[config.mk]
export PLATFORM = sky130hd
export DESIGN_NAME = goertzel_bin_power
export DESIGN_NICKNAME = d
export VERILOG_FILES = /design/src/rtl/gbp_pkg.sv /design/src/rtl/goertzel_bin_power.sv
export SDC_FILE = /design/constraint.sdc
export NUM_CORES = 2
export LEC_CHECK = 0
export BUFFER_PORTS_ARGS = -buffer_cell sky130_fd_sc_hd__buf_4
export CORE_ASPECT_RATIO = 1.1
export CORE_UTILIZATION = 55
export DETAILED_ROUTE_END_ITERATION = 8
export GPL_TIMING_DRIVEN = 0
export PLACE_DENSITY_LB_ADDON = 0.3
export SLEW_MARGIN = 20
export SYNTH_ARGS = -nofsm -noshare
export SYNTH_HDL_FRONTEND = slang
export SYNTH_SLANG_ARGS = --single-unit
[constraint.sdc]
create_clock -name clk -period 12.6 [get_ports clk]
set_clock_uncertainty 0.2 [all_clocks]
set_input_delay 2.52 -clock clk [delete_from_list [all_inputs] [get_ports clk]]
set_output_delay 2.52 -clock clk [all_outputs]
set_load 0.1 [all_outputs]
[src/rtl/gbp_pkg.sv]
// Shared constants and types for the Goertzel bin power detector.
`timescale 1ns / 1ps

package gbp_pkg;

  // Defaults of the top-level parameters
  localparam int SAMPLE_BITS_DEF = 16;
  localparam int MAX_BLOCK_DEF   = 4096;
  localparam int ACC_BITS_DEF    = 40;

  // Register widths
  localparam int COS_W     = 18;
  localparam int SIN_W     = 18;
  localparam int FB_W      = 19;
  localparam int BLEN_W    = 13;
  localparam int CFG_W     = 19;
  localparam int CFG_IDX_W = 2;

  // Register indexes
  localparam logic [CFG_IDX_W-1:0] REG_COSINE   = 2'd0;
  localparam logic [CFG_IDX_W-1:0] REG_SINE     = 2'd1;
  localparam logic [CFG_IDX_W-1:0] REG_FEEDBACK = 2'd2;
  localparam logic [CFG_IDX_W-1:0] REG_BLEN     = 2'd3;

  // Register reset values
  localparam logic signed [COS_W-1:0] COS_RST  = 18'sd65536;
  localparam logic signed [SIN_W-1:0] SIN_RST  = 18'sd0;
  localparam logic signed [FB_W-1:0]  FB_RST   = 19'sd131072;
  localparam logic [BLEN_W-1:0]       BLEN_RST = 13'd256;

  // Datapath
  localparam int MUL_W      = 32;
  localparam int SPLIT      = 24;
  localparam int FRAC_BITS  = 16;
  localparam int ROUND_BIAS = 32768;
  localparam int POWER_W    = 64;

  typedef enum logic [3:0] {
    ST_IDLE,
    ST_MUL_LO,
    ST_MUL_HI,
    ST_MUL_SUM,
    ST_ROUND,
    ST_APPLY,
    ST_ABS,
    ST_SQ_RE,
    ST_SQ_IM,
    ST_SUM
  } state_t;

  // What a scaled product feeds once it is rounded
  typedef enum logic [1:0] {
    OP_REC,
    OP_COS,
    OP_SIN
  } op_t;

endpackage

[src/rtl/goertzel_bin_power.sv]
// Goertzel single-bin power detector built around one shared 32x32 multiplier.
`timescale 1ns / 1ps

// Channel | Direction | Ports                                    | Beat
// input   | in        | in_valid, in_stall, in_sample            | one sample
// result  | out       | out_valid, out_stall, out_bin_power,     | one block power
//         |           | out_power_saturated                      |
// config  | in        | cfg_we, cfg_index, cfg_wdata             | one register write
//
// A sample is taken in the accept cycle and then runs the recursion product (two
// partial products, sum, round, update) on the shared multiplier. The sample that
// ends a block then runs the cosine and sine products, magnitude, two squares and
// final sum, and waits there while the output register is stalled.
// rst_n is synchronous and clears registers, recursion state and the sequencer.
// A finished result waits in the output register; the next sample is taken meanwhile.

module goertzel_bin_power
  import gbp_pkg::*;
#(
  parameter int SAMPLE_BITS = SAMPLE_BITS_DEF,
  parameter int MAX_BLOCK   = MAX_BLOCK_DEF,
  parameter int ACC_BITS    = ACC_BITS_DEF
) (
  input  logic                          clk,
  input  logic                          rst_n,
  input  logic                          in_valid,
  output logic                          in_stall,
  input  logic signed [SAMPLE_BITS-1:0] in_sample,
  output logic                          out_valid,
  input  logic                          out_stall,
  output logic [POWER_W-1:0]            out_bin_power,
  output logic                          out_power_saturated,
  input  logic                          cfg_we,
  input  logic [CFG_IDX_W-1:0]          cfg_index,
  input  logic [CFG_W-1:0]              cfg_wdata
);

  localparam int CNT_W = $clog2(MAX_BLOCK + 1);
  localparam int CMP_W = (CNT_W > BLEN_W) ? CNT_W : BLEN_W;
  localparam int NW    = ACC_BITS + 4;
  localparam int RW    = ACC_BITS + 2;
  localparam int AW    = (ACC_BITS + 19 > POWER_W + 1) ? ACC_BITS + 19 : POWER_W + 1;

  // Configuration
  logic signed [COS_W-1:0] cos_r;
  logic signed [SIN_W-1:0] sin_r;
  logic signed [FB_W-1:0]  fb_r;
  logic [BLEN_W-1:0]       blen_r;

  // Control state
  state_t                     state_r, state_nxt;
  logic signed [ACC_BITS-1:0] d1_r, d1_nxt;
  logic signed [ACC_BITS-1:0] d2_r, d2_nxt;
  logic [CNT_W-1:0]           cnt_r, cnt_nxt;
  logic                       satseen_r, satseen_nxt;
  logic                       out_valid_r, out_valid_nxt;

  // Datapath
  op_t                  op_r, op_nxt;
  logic                 neg_r, neg_nxt;
  logic [FB_W-1:0]      a_r, a_nxt;
  logic [ACC_BITS-1:0]  b_r, b_nxt;
  logic signed [NW-1:0] base_r, base_nxt;
  logic [2*MUL_W-1:0]   prod_r, prod_nxt;
  logic [AW-1:0]        acc_r, acc_nxt;
  logic [RW-1:0]        rnd_r, rnd_nxt;
  logic [MUL_W-1:0]     mag_re_r, mag_re_nxt;
  logic [MUL_W-1:0]     mag_im_r, mag_im_nxt;
  logic                 big_r, big_nxt;
  logic [POWER_W-1:0]   out_power_r, out_power_nxt;
  logic                 out_sat_r, out_sat_nxt;

  // Combinational helpers
  logic [MUL_W-1:0]     mul_x, mul_y;
  logic [2*MUL_W-1:0]   mul_p;
  logic [COS_W-1:0]     cos_mag;
  logic [SIN_W-1:0]     sin_mag;
  logic [FB_W-1:0]      fb_mag;
  logic [ACC_BITS-1:0]  d1_mag;
  logic signed [NW-1:0] x_ext;
  logic signed [NW-1:0] rnd_ext;
  logic signed [NW-1:0] rec_sum;
  logic signed [NW-1:0] re_val;
  logic [NW-1:0]        re_mag;
  logic                 rec_ovf;
  logic [ACC_BITS-1:0]  rec_sat;
  logic [AW-1:0]        rnd_full;
  logic [CNT_W-1:0]     cnt_inc;
  logic [CMP_W-1:0]     blen_ext;
  logic [CMP_W-1:0]     len_eff;
  logic                 block_end;
  logic [POWER_W:0]     pw_sum;
  logic                 out_free;

  assign in_stall            = (state_r != ST_IDLE);
  assign out_valid           = out_valid_r;
  assign out_bin_power       = out_power_r;
  assign out_power_saturated = out_sat_r;

  assign cos_mag = cos_r[COS_W-1] ? COS_W'(-cos_r) : COS_W'(cos_r);
  assign sin_mag = sin_r[SIN_W-1] ? SIN_W'(-sin_r) : SIN_W'(sin_r);
  assign fb_mag  = fb_r[FB_W-1] ? FB_W'(-fb_r) : FB_W'(fb_r);
  assign d1_mag  = d1_r[ACC_BITS-1] ? ACC_BITS'(-d1_r) : ACC_BITS'(d1_r);
  assign x_ext   = NW'(in_sample);
  assign rnd_ext = NW'(rnd_r);

  // Shared multiplier
  always_comb begin
    case (state_r)
      ST_MUL_LO: begin
        mul_x = MUL_W'(a_r);
        mul_y = MUL_W'(b_r[SPLIT-1:0]);
      end
      ST_SQ_RE: begin
        mul_x = mag_re_r;
        mul_y = mag_re_r;
      end
      ST_SQ_IM: begin
        mul_x = mag_im_r;
        mul_y = mag_im_r;
      end
      default: begin
        mul_x = MUL_W'(a_r);
        mul_y = MUL_W'(b_r[ACC_BITS-1:SPLIT]);
      end
    endcase
  end
  assign mul_p = mul_x * mul_y;

  // Recursion update and saturation to the accumulator range
  assign rec_sum = neg_r ? base_r - rnd_ext : base_r + rnd_ext;
  assign rec_ovf = !(&rec_sum[NW-1:ACC_BITS-1]) && (|rec_sum[NW-1:ACC_BITS-1]);
  assign rec_sat = rec_sum[NW-1] ? {1'b1, {(ACC_BITS-1){1'b0}}}
                                 : {1'b0, {(ACC_BITS-1){1'b1}}};

  assign re_val   = neg_r ? NW'(d1_r) + rnd_ext : NW'(d1_r) - rnd_ext;
  assign re_mag   = base_r[NW-1] ? NW'(-base_r) : NW'(base_r);
  assign rnd_full = (acc_r + AW'(ROUND_BIAS)) >> FRAC_BITS;

  // Block length: zero acts as one, clamp at the maximum block
  assign cnt_inc  = (cnt_r < CNT_W'(MAX_BLOCK)) ? cnt_r + CNT_W'(1) : cnt_r;
  assign blen_ext = CMP_W'(blen_r);
  always_comb begin
    if (blen_r == '0) begin
      len_eff = CMP_W'(1);
    end else if (blen_ext > CMP_W'(MAX_BLOCK)) begin
      len_eff = CMP_W'(MAX_BLOCK);
    end else begin
      len_eff = blen_ext;
    end
  end
  assign block_end = (CMP_W'(cnt_inc) >= len_eff);

  assign pw_sum   = {1'b0, acc_r[POWER_W-1:0]} + {1'b0, prod_r};
  assign out_free = !out_valid_r || !out_stall;

  always_comb begin
    state_nxt     = state_r;
    d1_nxt        = d1_r;
    d2_nxt        = d2_r;
    cnt_nxt       = cnt_r;
    satseen_nxt   = satseen_r;
    out_valid_nxt = out_valid_r && out_stall;
    op_nxt        = op_r;
    neg_nxt       = neg_r;
    a_nxt         = a_r;
    b_nxt         = b_r;
    base_nxt      = base_r;
    prod_nxt      = prod_r;
    acc_nxt       = acc_r;
    rnd_nxt       = rnd_r;
    mag_re_nxt    = mag_re_r;
    mag_im_nxt    = mag_im_r;
    big_nxt       = big_r;
    out_power_nxt = out_power_r;
    out_sat_nxt   = out_sat_r;

    case (state_r)
      ST_IDLE: begin
        if (in_valid) begin
          base_nxt  = x_ext - NW'(d2_r);
          a_nxt     = fb_mag;
          b_nxt     = d1_mag;
          neg_nxt   = fb_r[FB_W-1] ^ d1_r[ACC_BITS-1];
          op_nxt    = OP_REC;
          state_nxt = ST_MUL_LO;
        end
      end
      ST_MUL_LO: begin
        prod_nxt  = mul_p;
        state_nxt = ST_MUL_HI;
      end
      ST_MUL_HI: begin
        acc_nxt   = AW'(prod_r);
        prod_nxt  = mul_p;
        state_nxt = ST_MUL_SUM;
      end
      ST_MUL_SUM: begin
        acc_nxt   = acc_r + (AW'(prod_r) << SPLIT);
        state_nxt = ST_ROUND;
      end
      ST_ROUND: begin
        rnd_nxt   = rnd_full[RW-1:0];
        state_nxt = ST_APPLY;
      end
      ST_APPLY: begin
        case (op_r)
          OP_REC: begin
            d2_nxt      = d1_r;
            d1_nxt      = rec_ovf ? rec_sat : rec_sum[ACC_BITS-1:0];
            satseen_nxt = satseen_r | rec_ovf;
            cnt_nxt     = cnt_inc;
            if (block_end) begin
              // old delay_one becomes delay_two: the operand of both products
              a_nxt     = FB_W'(cos_mag);
              b_nxt     = d1_mag;
              neg_nxt   = cos_r[COS_W-1] ^ d1_r[ACC_BITS-1];
              op_nxt    = OP_COS;
              state_nxt = ST_MUL_LO;
            end else begin
              state_nxt = ST_IDLE;
            end
          end
          OP_COS: begin
            base_nxt  = re_val;
            a_nxt     = FB_W'(sin_mag);
            neg_nxt   = sin_r[SIN_W-1] ^ d2_r[ACC_BITS-1];
            op_nxt    = OP_SIN;
            state_nxt = ST_MUL_LO;
          end
          default: begin
            // imaginary magnitude is the rounded product itself
            mag_im_nxt = rnd_r[MUL_W-1:0];
            big_nxt    = |rnd_r[RW-1:MUL_W];
            state_nxt  = ST_ABS;
          end
        endcase
      end
      ST_ABS: begin
        mag_re_nxt = re_mag[MUL_W-1:0];
        big_nxt    = big_r | (|re_mag[NW-1:MUL_W]);
        state_nxt  = ST_SQ_RE;
      end
      ST_SQ_RE: begin
        prod_nxt  = mul_p;
        state_nxt = ST_SQ_IM;
      end
      ST_SQ_IM: begin
        acc_nxt   = AW'(prod_r);
        prod_nxt  = mul_p;
        state_nxt = ST_SUM;
      end
      ST_SUM: begin
        // hold until the output register is free
        if (out_free) begin
          out_valid_nxt = 1'b1;
          out_power_nxt = (big_r || pw_sum[POWER_W]) ? {POWER_W{1'b1}}
                                                     : pw_sum[POWER_W-1:0];
          out_sat_nxt   = satseen_r | big_r | pw_sum[POWER_W];
          d1_nxt        = '0;
          d2_nxt        = '0;
          cnt_nxt       = '0;
          satseen_nxt   = 1'b0;
          state_nxt     = ST_IDLE;
        end
      end
      default: begin
        state_nxt = ST_IDLE;
      end
    endcase
  end

  always_ff @(posedge clk) begin
    if (!rst_n) begin
      cos_r  <= COS_RST;
      sin_r  <= SIN_RST;
      fb_r   <= FB_RST;
      blen_r <= BLEN_RST;
    end else if (cfg_we) begin
      case (cfg_index)
        REG_COSINE:   cos_r  <= cfg_wdata[COS_W-1:0];
        REG_SINE:     sin_r  <= cfg_wdata[SIN_W-1:0];
        REG_FEEDBACK: fb_r   <= cfg_wdata[FB_W-1:0];
        REG_BLEN:     blen_r <= cfg_wdata[BLEN_W-1:0];
        default: ;
      endcase
    end
  end

  always_ff @(posedge clk) begin
    if (!rst_n) begin
      state_r     <= ST_IDLE;
      d1_r        <= '0;
      d2_r        <= '0;
      cnt_r       <= '0;
      satseen_r   <= 1'b0;
      out_valid_r <= 1'b0;
    end else begin
      state_r     <= state_nxt;
      d1_r        <= d1_nxt;
      d2_r        <= d2_nxt;
      cnt_r       <= cnt_nxt;
      satseen_r   <= satseen_nxt;
      out_valid_r <= out_valid_nxt;
    end
  end

  always_ff @(posedge clk) begin
    op_r        <= op_nxt;
    neg_r       <= neg_nxt;
    a_r         <= a_nxt;
    b_r         <= b_nxt;
    base_r      <= base_nxt;
    prod_r      <= prod_nxt;
    acc_r       <= acc_nxt;
    rnd_r       <= rnd_nxt;
    mag_re_r    <= mag_re_nxt;
    mag_im_r    <= mag_im_nxt;
    big_r       <= big_nxt;
    out_power_r <= out_power_nxt;
    out_sat_r   <= out_sat_nxt;
  end

endmodule

==> Word-level counts from Yosys, hierarchy flattened <==
Index checks and enable logic that the tools add are counted.
Widths: inputs -> output; s select.
{ "word_totals": {"reg_bits": 574, "inputBits": 42, "out_inout_bits": 67, "word_cells": 159} }
{ "classes": {"add_sub_neg": 14, "mul": 1, "n_lt_le_gt_ge": 3, "eq_ne": 21, "mux": 54, "bitwise_logic": 8, "n_reduce_logical": 35} }
{ "ops": {"columns": ["cell", "n"], "rows": [
  ["$mux 40", 9],
  ["$pmux 40 s2", 3],
  ["$mux 44", 5],
  ["$pmux 65 s2", 1],
  ["$pmux 32 s3", 1],
  ["$pmux 44 s2", 1],
  ["$pmux 19 s2", 2],
  ["$add 64x64->65", 1],
  ["$add 65x65->65", 1],
  ["$mux 13", 5],
  ["$mul 32x32->64", 1],
  ["$pmux 32 s2", 1],
  ["$add 58x16->58 const B", 1],
  ["$mux 19", 3],
  ["$add 40x43->44", 1],
  ["$add 44x43->44", 1],
  ["$neg 44->44", 1],
  ["$sub 40x43->44", 1],
  ["$sub 44x43->44", 1],
  ["$sub 16x40->41", 1],
  ["$neg 40->40", 1],
  ["$pmux 4 s10", 1],
  ["$mux 18", 2],
  ["$neg 18->18", 2],
  ["other kinds (40)", 89]
]} }

==> Longest topological paths before layout <==
{ "depth": {"depth_word": 8, "depth_mapped": 39, "depth_no_buf": 35} }

==> Worst setup path after synthesis <==
OpenSTA, ideal clock, no wires.
{ "synth_path": {"kind": "reg2reg", "from": "register state_r[3]", "to": "register prod_r[62] (data pin)", "setup_time_ns": 0.263, "arrival_time_ns": 9.443, "required_time_ns": 12.137, "path_slack_ns": 2.694, "path_stages_with_launch": 36, "path_buffers": 5, "period_less_slack_ns": 9.906, "path_cell_list": "dfxtp_1 -> clkbuf_1 -> nand2b_1 -> nor3_1 -> or2_2 -> clkbuf_1 -> clkbuf_1 -> o21a_1 -> clkbuf_1 -> clkbuf_1 -> nand2_1 -> fa_1 -> inv_1 -> fa_1 -> inv_1 -> fa_1 -> inv_1 -> fa_1 -> fa_1 -> fa_1 -> fa_1 -> inv_1 -> fa_1 -> inv_1 -> ha_1 -> a21oi_1 -> nor2b_1 -> or4_1 -> a311o_1 -> and3_1 -> nor4_1 -> nor2_1 -> a41oi_1 -> o21ai_0 -> a311oi_1 -> xnor2_1"} }
{ "synth_via": {"elab_chain_cells": 3, "word_cells_on_any_way": 6, "classes_between": "1 x mul; 3 x eq/ne; 2 x mux"} }
{ "synth_lines": {"columns": ["item", "line_no", "text"], "rows": [
  ["start, declared", "goertzel_bin_power.sv:51", "state_t state_r, state_nxt;"],
  ["start signal, assigned", "goertzel_bin_power.sv:299", "state_r <= state_nxt;"],
  ["$eq 4x4->1, or another cell as far along", "goertzel_bin_power.sv:109", "case (state_r)"],
  ["$pmux 32 s3 / $pmux 32 s2 (equally long branches)", "goertzel_bin_power.sv:109", null],
  ["$mul 32x32->64 *", "goertzel_bin_power.sv:128", "assign mul_p = mul_x * mul_y;"],
  ["via mul_p[62]", "goertzel_bin_power.sv:75", "logic [2*MUL_W-1:0] mul_p;"],
  ["end signal, assigned", "goertzel_bin_power.sv:314", "prod_r <= prod_nxt;"],
  ["end, declared", "goertzel_bin_power.sv:64", "logic [2*MUL_W-1:0] prod_r, prod_nxt;"]
]} }
The timed path passes the listed nets; every way through them passes the cells marked *.
A chain may end at the register's enable or synchronous reset.

==> Final worst setup path <==
Ends and elaborated chain as after synthesis.

==> flow_results.org <==
** Yosys
- After technology mapping, the gate count stands at 7,952.
- Synth async-reset ratio :: 0%
- Number of flops mapped to enable cells by yosys :: 406
- During synthesis, Yosys emitted a total of 0 warnings.
- Synthesis inferred 573 register bits.
- For this run, the leading register cell type out of synthesis is sky130_fd_sc_hd__edfxtp_1.
- Post-synth top area share :: 25.5%
- Leading post-synthesis cells by instance count :: sky130_fd_sc_hd__inv_1 (1,180), sky130_fd_sc_hd__nand2_1 (1,049), sky130_fd_sc_hd__fa_1 (901), sky130_fd_sc_hd__nor2_1 (739), sky130_fd_sc_hd__ha_1 (513)
- Cell taking the most area after synthesis :: sky130_fd_sc_hd__fa_1
- After synthesis, the cell types taking the most area are sky130_fd_sc_hd__fa_1 (26%), sky130_fd_sc_hd__edfxtp_1 (17%), sky130_fd_sc_hd__ha_1 (9.1%).
- Proportion of synthesized chip area in sequential cells :: 22.0%
- The synthesized netlist contains 93 unique library cells.
- Net count of the mapped netlist :: 9,408
- Avg Inst Size Synth :: 8.88 sq um
- After synthesis the cells add up to 70,600 sq um.
- By instance count, the leading cell after synthesis is sky130_fd_sc_hd__inv_1.

** Timing
- At the pin with the least slew margin, the transition time is 1.24 ns.
- Clock period minus worst slack :: 12.33 ns
- In the finished design, the share of the clock period the worst path needs comes to 97.9%.
- Final setup vio count :: 0
- For this run, the top clock speed supported by timing is 0.0811 GHz.
- Final number of max-transition violations :: 0
- In the final timing run, aggregate negative setup slack is 0 ns.
- Slew Limit Headroom :: 17.3%
- Number of hold violations in the final report :: 0

** Power and ir drop
- VDD IR max :: 797 uV
- PnR Total Power :: 16.5 mW
- In this run the static leakage power is 34.8 nW.
- Power spread over the standard cell area amounts to 216 nW/um^2.

** Job
- Across the run, the number of max-cap violations was 0.

** Place
- The congestion estimate from routability-driven global placement came to 1.11.
- Detailed placement finished with a half-perimeter wire length of 221,000 um.
- Placed cells :: 9,756
- In this run the tool buffered the top-level ports with 106 buffer cells.

** Die
- Std-Cell Core Area :: 127,000 sq um
- Initial Utilization :: 55.6%
- The floorplan step defined a die boundary enclosing 130,000 sq um.
- In this run the horizontal extent of the chip is 344 um.
- Y dimension of the die :: 378 um
- 109 I/O pins were placed.
- Cell row count :: 137

** Clock tree
- Post-CTS repair changed the size of 0 cells.
- In this run the deepest clock path goes through 3 buffers.
- # hold bufs at CTS :: 0
- Clock tree from TritonCTS :: done
- CTS clock-pin slew for the worst setup and hold paths :: 0.07 ns
- CTS Root Buffer Type :: sky130_fd_sc_hd__clkbuf_16
- Post-CTS setup buffer count :: 0
- The H-tree generated during clock tree synthesis spans 3 levels.
- Clock latency on the worst-skew pair, taken at its later pin, is 0.69 ns.
- TritonCTS created 67 clock buffers.
- The clock net in this run drives a total of 573 sinks.

** Hold path
- Path class of the lowest-slack min-delay path :: flop to flop
- Worst hold path startpoint :: d2_r[5]
- Hold path cells :: 2
- The path with the worst hold slack has its endpoint at d2_r[5].

** Critical path
- The slowest stage of the critical path belongs to the cell sky130_fd_sc_hd__buf_1.
- Along the worst path, the maximum fanout reaches 10.
- Register-to-register path setup slack :: 0.27 ns
- Endpoint class of the critical path :: flop
- For the worst setup path, the data arrival time is 12.53 ns.
- The endpoint identified for the worst register-to-register timing path is prod_r[62].
- Worst r2r path cells :: 34
- CP most frequent cell :: sky130_fd_sc_hd__fa_1
- FF-to-FF Start :: state_r[3]
- The critical path in this run is classified as flop to flop.
- The worst setup path is launched from a flop.
- Max stage delay on crit path :: 0.79 ns
- Required time of the critical path :: 12.80 ns

** Final layout
- Of the cells placed in the final design, the portion with a size suffix greater than 1 is 4.77%.
- Footprint of the multi-input gates :: 49,400 sq um
- The sequential cells in the finished layout cover a total of 15,500 sq um.
- After filler insertion, the fill cell instance count of the layout stands at 11.3k.
- Final core utilization :: 60.2%
- Area added between synthesis and finish :: 8.24%
- Number of nets in the layout :: 9,612
- Post-route insts no fill :: 9,881

** Global route
- The layer flagged by global routing as most heavily used is met2.
- For met1 alone, demand over resource in global routing was 49.2%.
- Global routing consumed, on the met3 layer, 7.69% of the routing resources.
- Global routing used 40.8% of the available tracks.
- Initial antenna violation count :: 6
- The first global-routing pass estimated 381,000 um of wire.
- Entering global routing, the biggest net connects 65 pins.
- Grt ovf :: 0
- The via count of the first global-routing pass was 59.2k.
- For this run, global-route usage on met2 was measured as 64.7%.

** Route
- The detail route stage leaves a number of antenna-violating nets equal to 0.
- Routed wire length :: 264,000 um
- Average detailed-routed wire length per instance :: 26.7 um
- Count of unresolved DRC violations after routing :: 0
- Via density per instance :: 6.01
- Drt initial violations :: 5,049
- Length of the first detailed-routing pass in iterations :: 6
- The detailed router placed 59.4k vias in this run.

** Outcome
- The run finished with clean final reports.
critical path, delay by kind of cell, from the launching register on:
kind                       cells  cell delay (ns)
AOI/OAI and AO/OA              8             2.25
xor gates and xnor gates       1             0.13
adders and majority gates      9             4.88
buffers and inverters          9             2.55
DFF                            1             0.32
and+or+nand+nor                7             1.70
where the power goes:
| group | internal [mW] | total [mW] | switching [mW] |
|---|---|---|---|
| Combinational | 4.36 | 11.4 | 7.04 |
| Sequential | 2.67 | 2.99 | 0.321 |
| Clock | 1.23 | 2.09 | 0.864 |
| Total | 8.26 | 16.5 | 8.22 |
layout by cell type (no fill, tap or decap), types with 67 or more instances in the layout:
cell                           n
sky130_fd_sc_hd__ha_1        513
sky130_fd_sc_hd__a21boi_0    130
sky130_fd_sc_hd__buf_4       116
sky130_fd_sc_hd__xor2_1      195
sky130_fd_sc_hd__inv_1      1178
sky130_fd_sc_hd__clkbuf_16    67
sky130_fd_sc_hd__edfxtp_1    406
sky130_fd_sc_hd__and3_1       97
sky130_fd_sc_hd__a21o_1      181
sky130_fd_sc_hd__nand3_1     178
sky130_fd_sc_hd__nand2_1    1048
sky130_fd_sc_hd__nand2b_1     95
sky130_fd_sc_hd__o21ai_0     284
sky130_fd_sc_hd__xnor2_1     259
sky130_fd_sc_hd__clkbuf_1    293
sky130_fd_sc_hd__a21oi_1     339
sky130_fd_sc_hd__dfxtp_1     167
sky130_fd_sc_hd__nor3_1       69
sky130_fd_sc_hd__fa_1        901
sky130_fd_sc_hd__nor2_1      737
metrics by stage:
step	area [sq um]	hold WS, ns	worst slack [ns]
after floorplan	70600	0.229	2.69
after global placement	73500	0.264	-0.793
after detailed placement	74000	0.270	-0.0289
after CTS	76400	0.279	0.00693
after global routing	76400	0.301	-0.0109
final	76400	0.274	0.267
worst max path at each step:
stage,start,end,slack (ns),depth (start not counted)
6_report,state_r[3],prod_r[62],0.27,34
5_1_grt,state_r[3],prod_r[62],-0.01,37
4_1_cts,state_r[3],prod_r[62],0.007,34
3_5_place_dp,state_r[3],prod_r[62],-0.03,34
3_3_place_gp,state_r[3],prod_r[62],-0.79,34
2_1_floorplan,state_r[3],prod_r[62],2.69,35
state kept, by name (all words and copies together) (netlist names), 18 cells and up:
signal and count:
out_bin_power 64, sin_r 18, d2_r 40, d1_r 40, base_r 44, fb_r 19, mag_im_r 32, b_r 40
rnd_r 42, acc_r 64, cos_r 18, prod_r 64, a_r 19, mag_re_r 32
routing by layer:
metal  part of all wire (%)  routed length [um]  up-vias
met5                 0.0076                  20        -
met4                    9.4               24900        2
met3                    8.4               22100      798
met2                     45              120000     2751
met1                     37               97200    29400
li1                       -                   -    26500
cell type report:
type	count	share of cell area, %
clock inverters	41	0.727
inverters	1183	5.82
multi-input cells	5837	64.6
repair buffers	136	1.58
diodes	3	0.00982
clock buffers	82	2.33
well taps	1668	2.73
flip-flops and latches	573	20.3
plain buffers	358	1.86
kinds of logic after synthesis:
logic type	share of synthesized area, %
buffers and inverters	8.27
AOI/OAI and AO/OA	13.2
xor gates and xnor gates	5.66
adders and majority gates	34.6
and+or+nand+nor	16.0
DFF	22.0
muxes	0.280
Power figures use the tool's default switching activity.
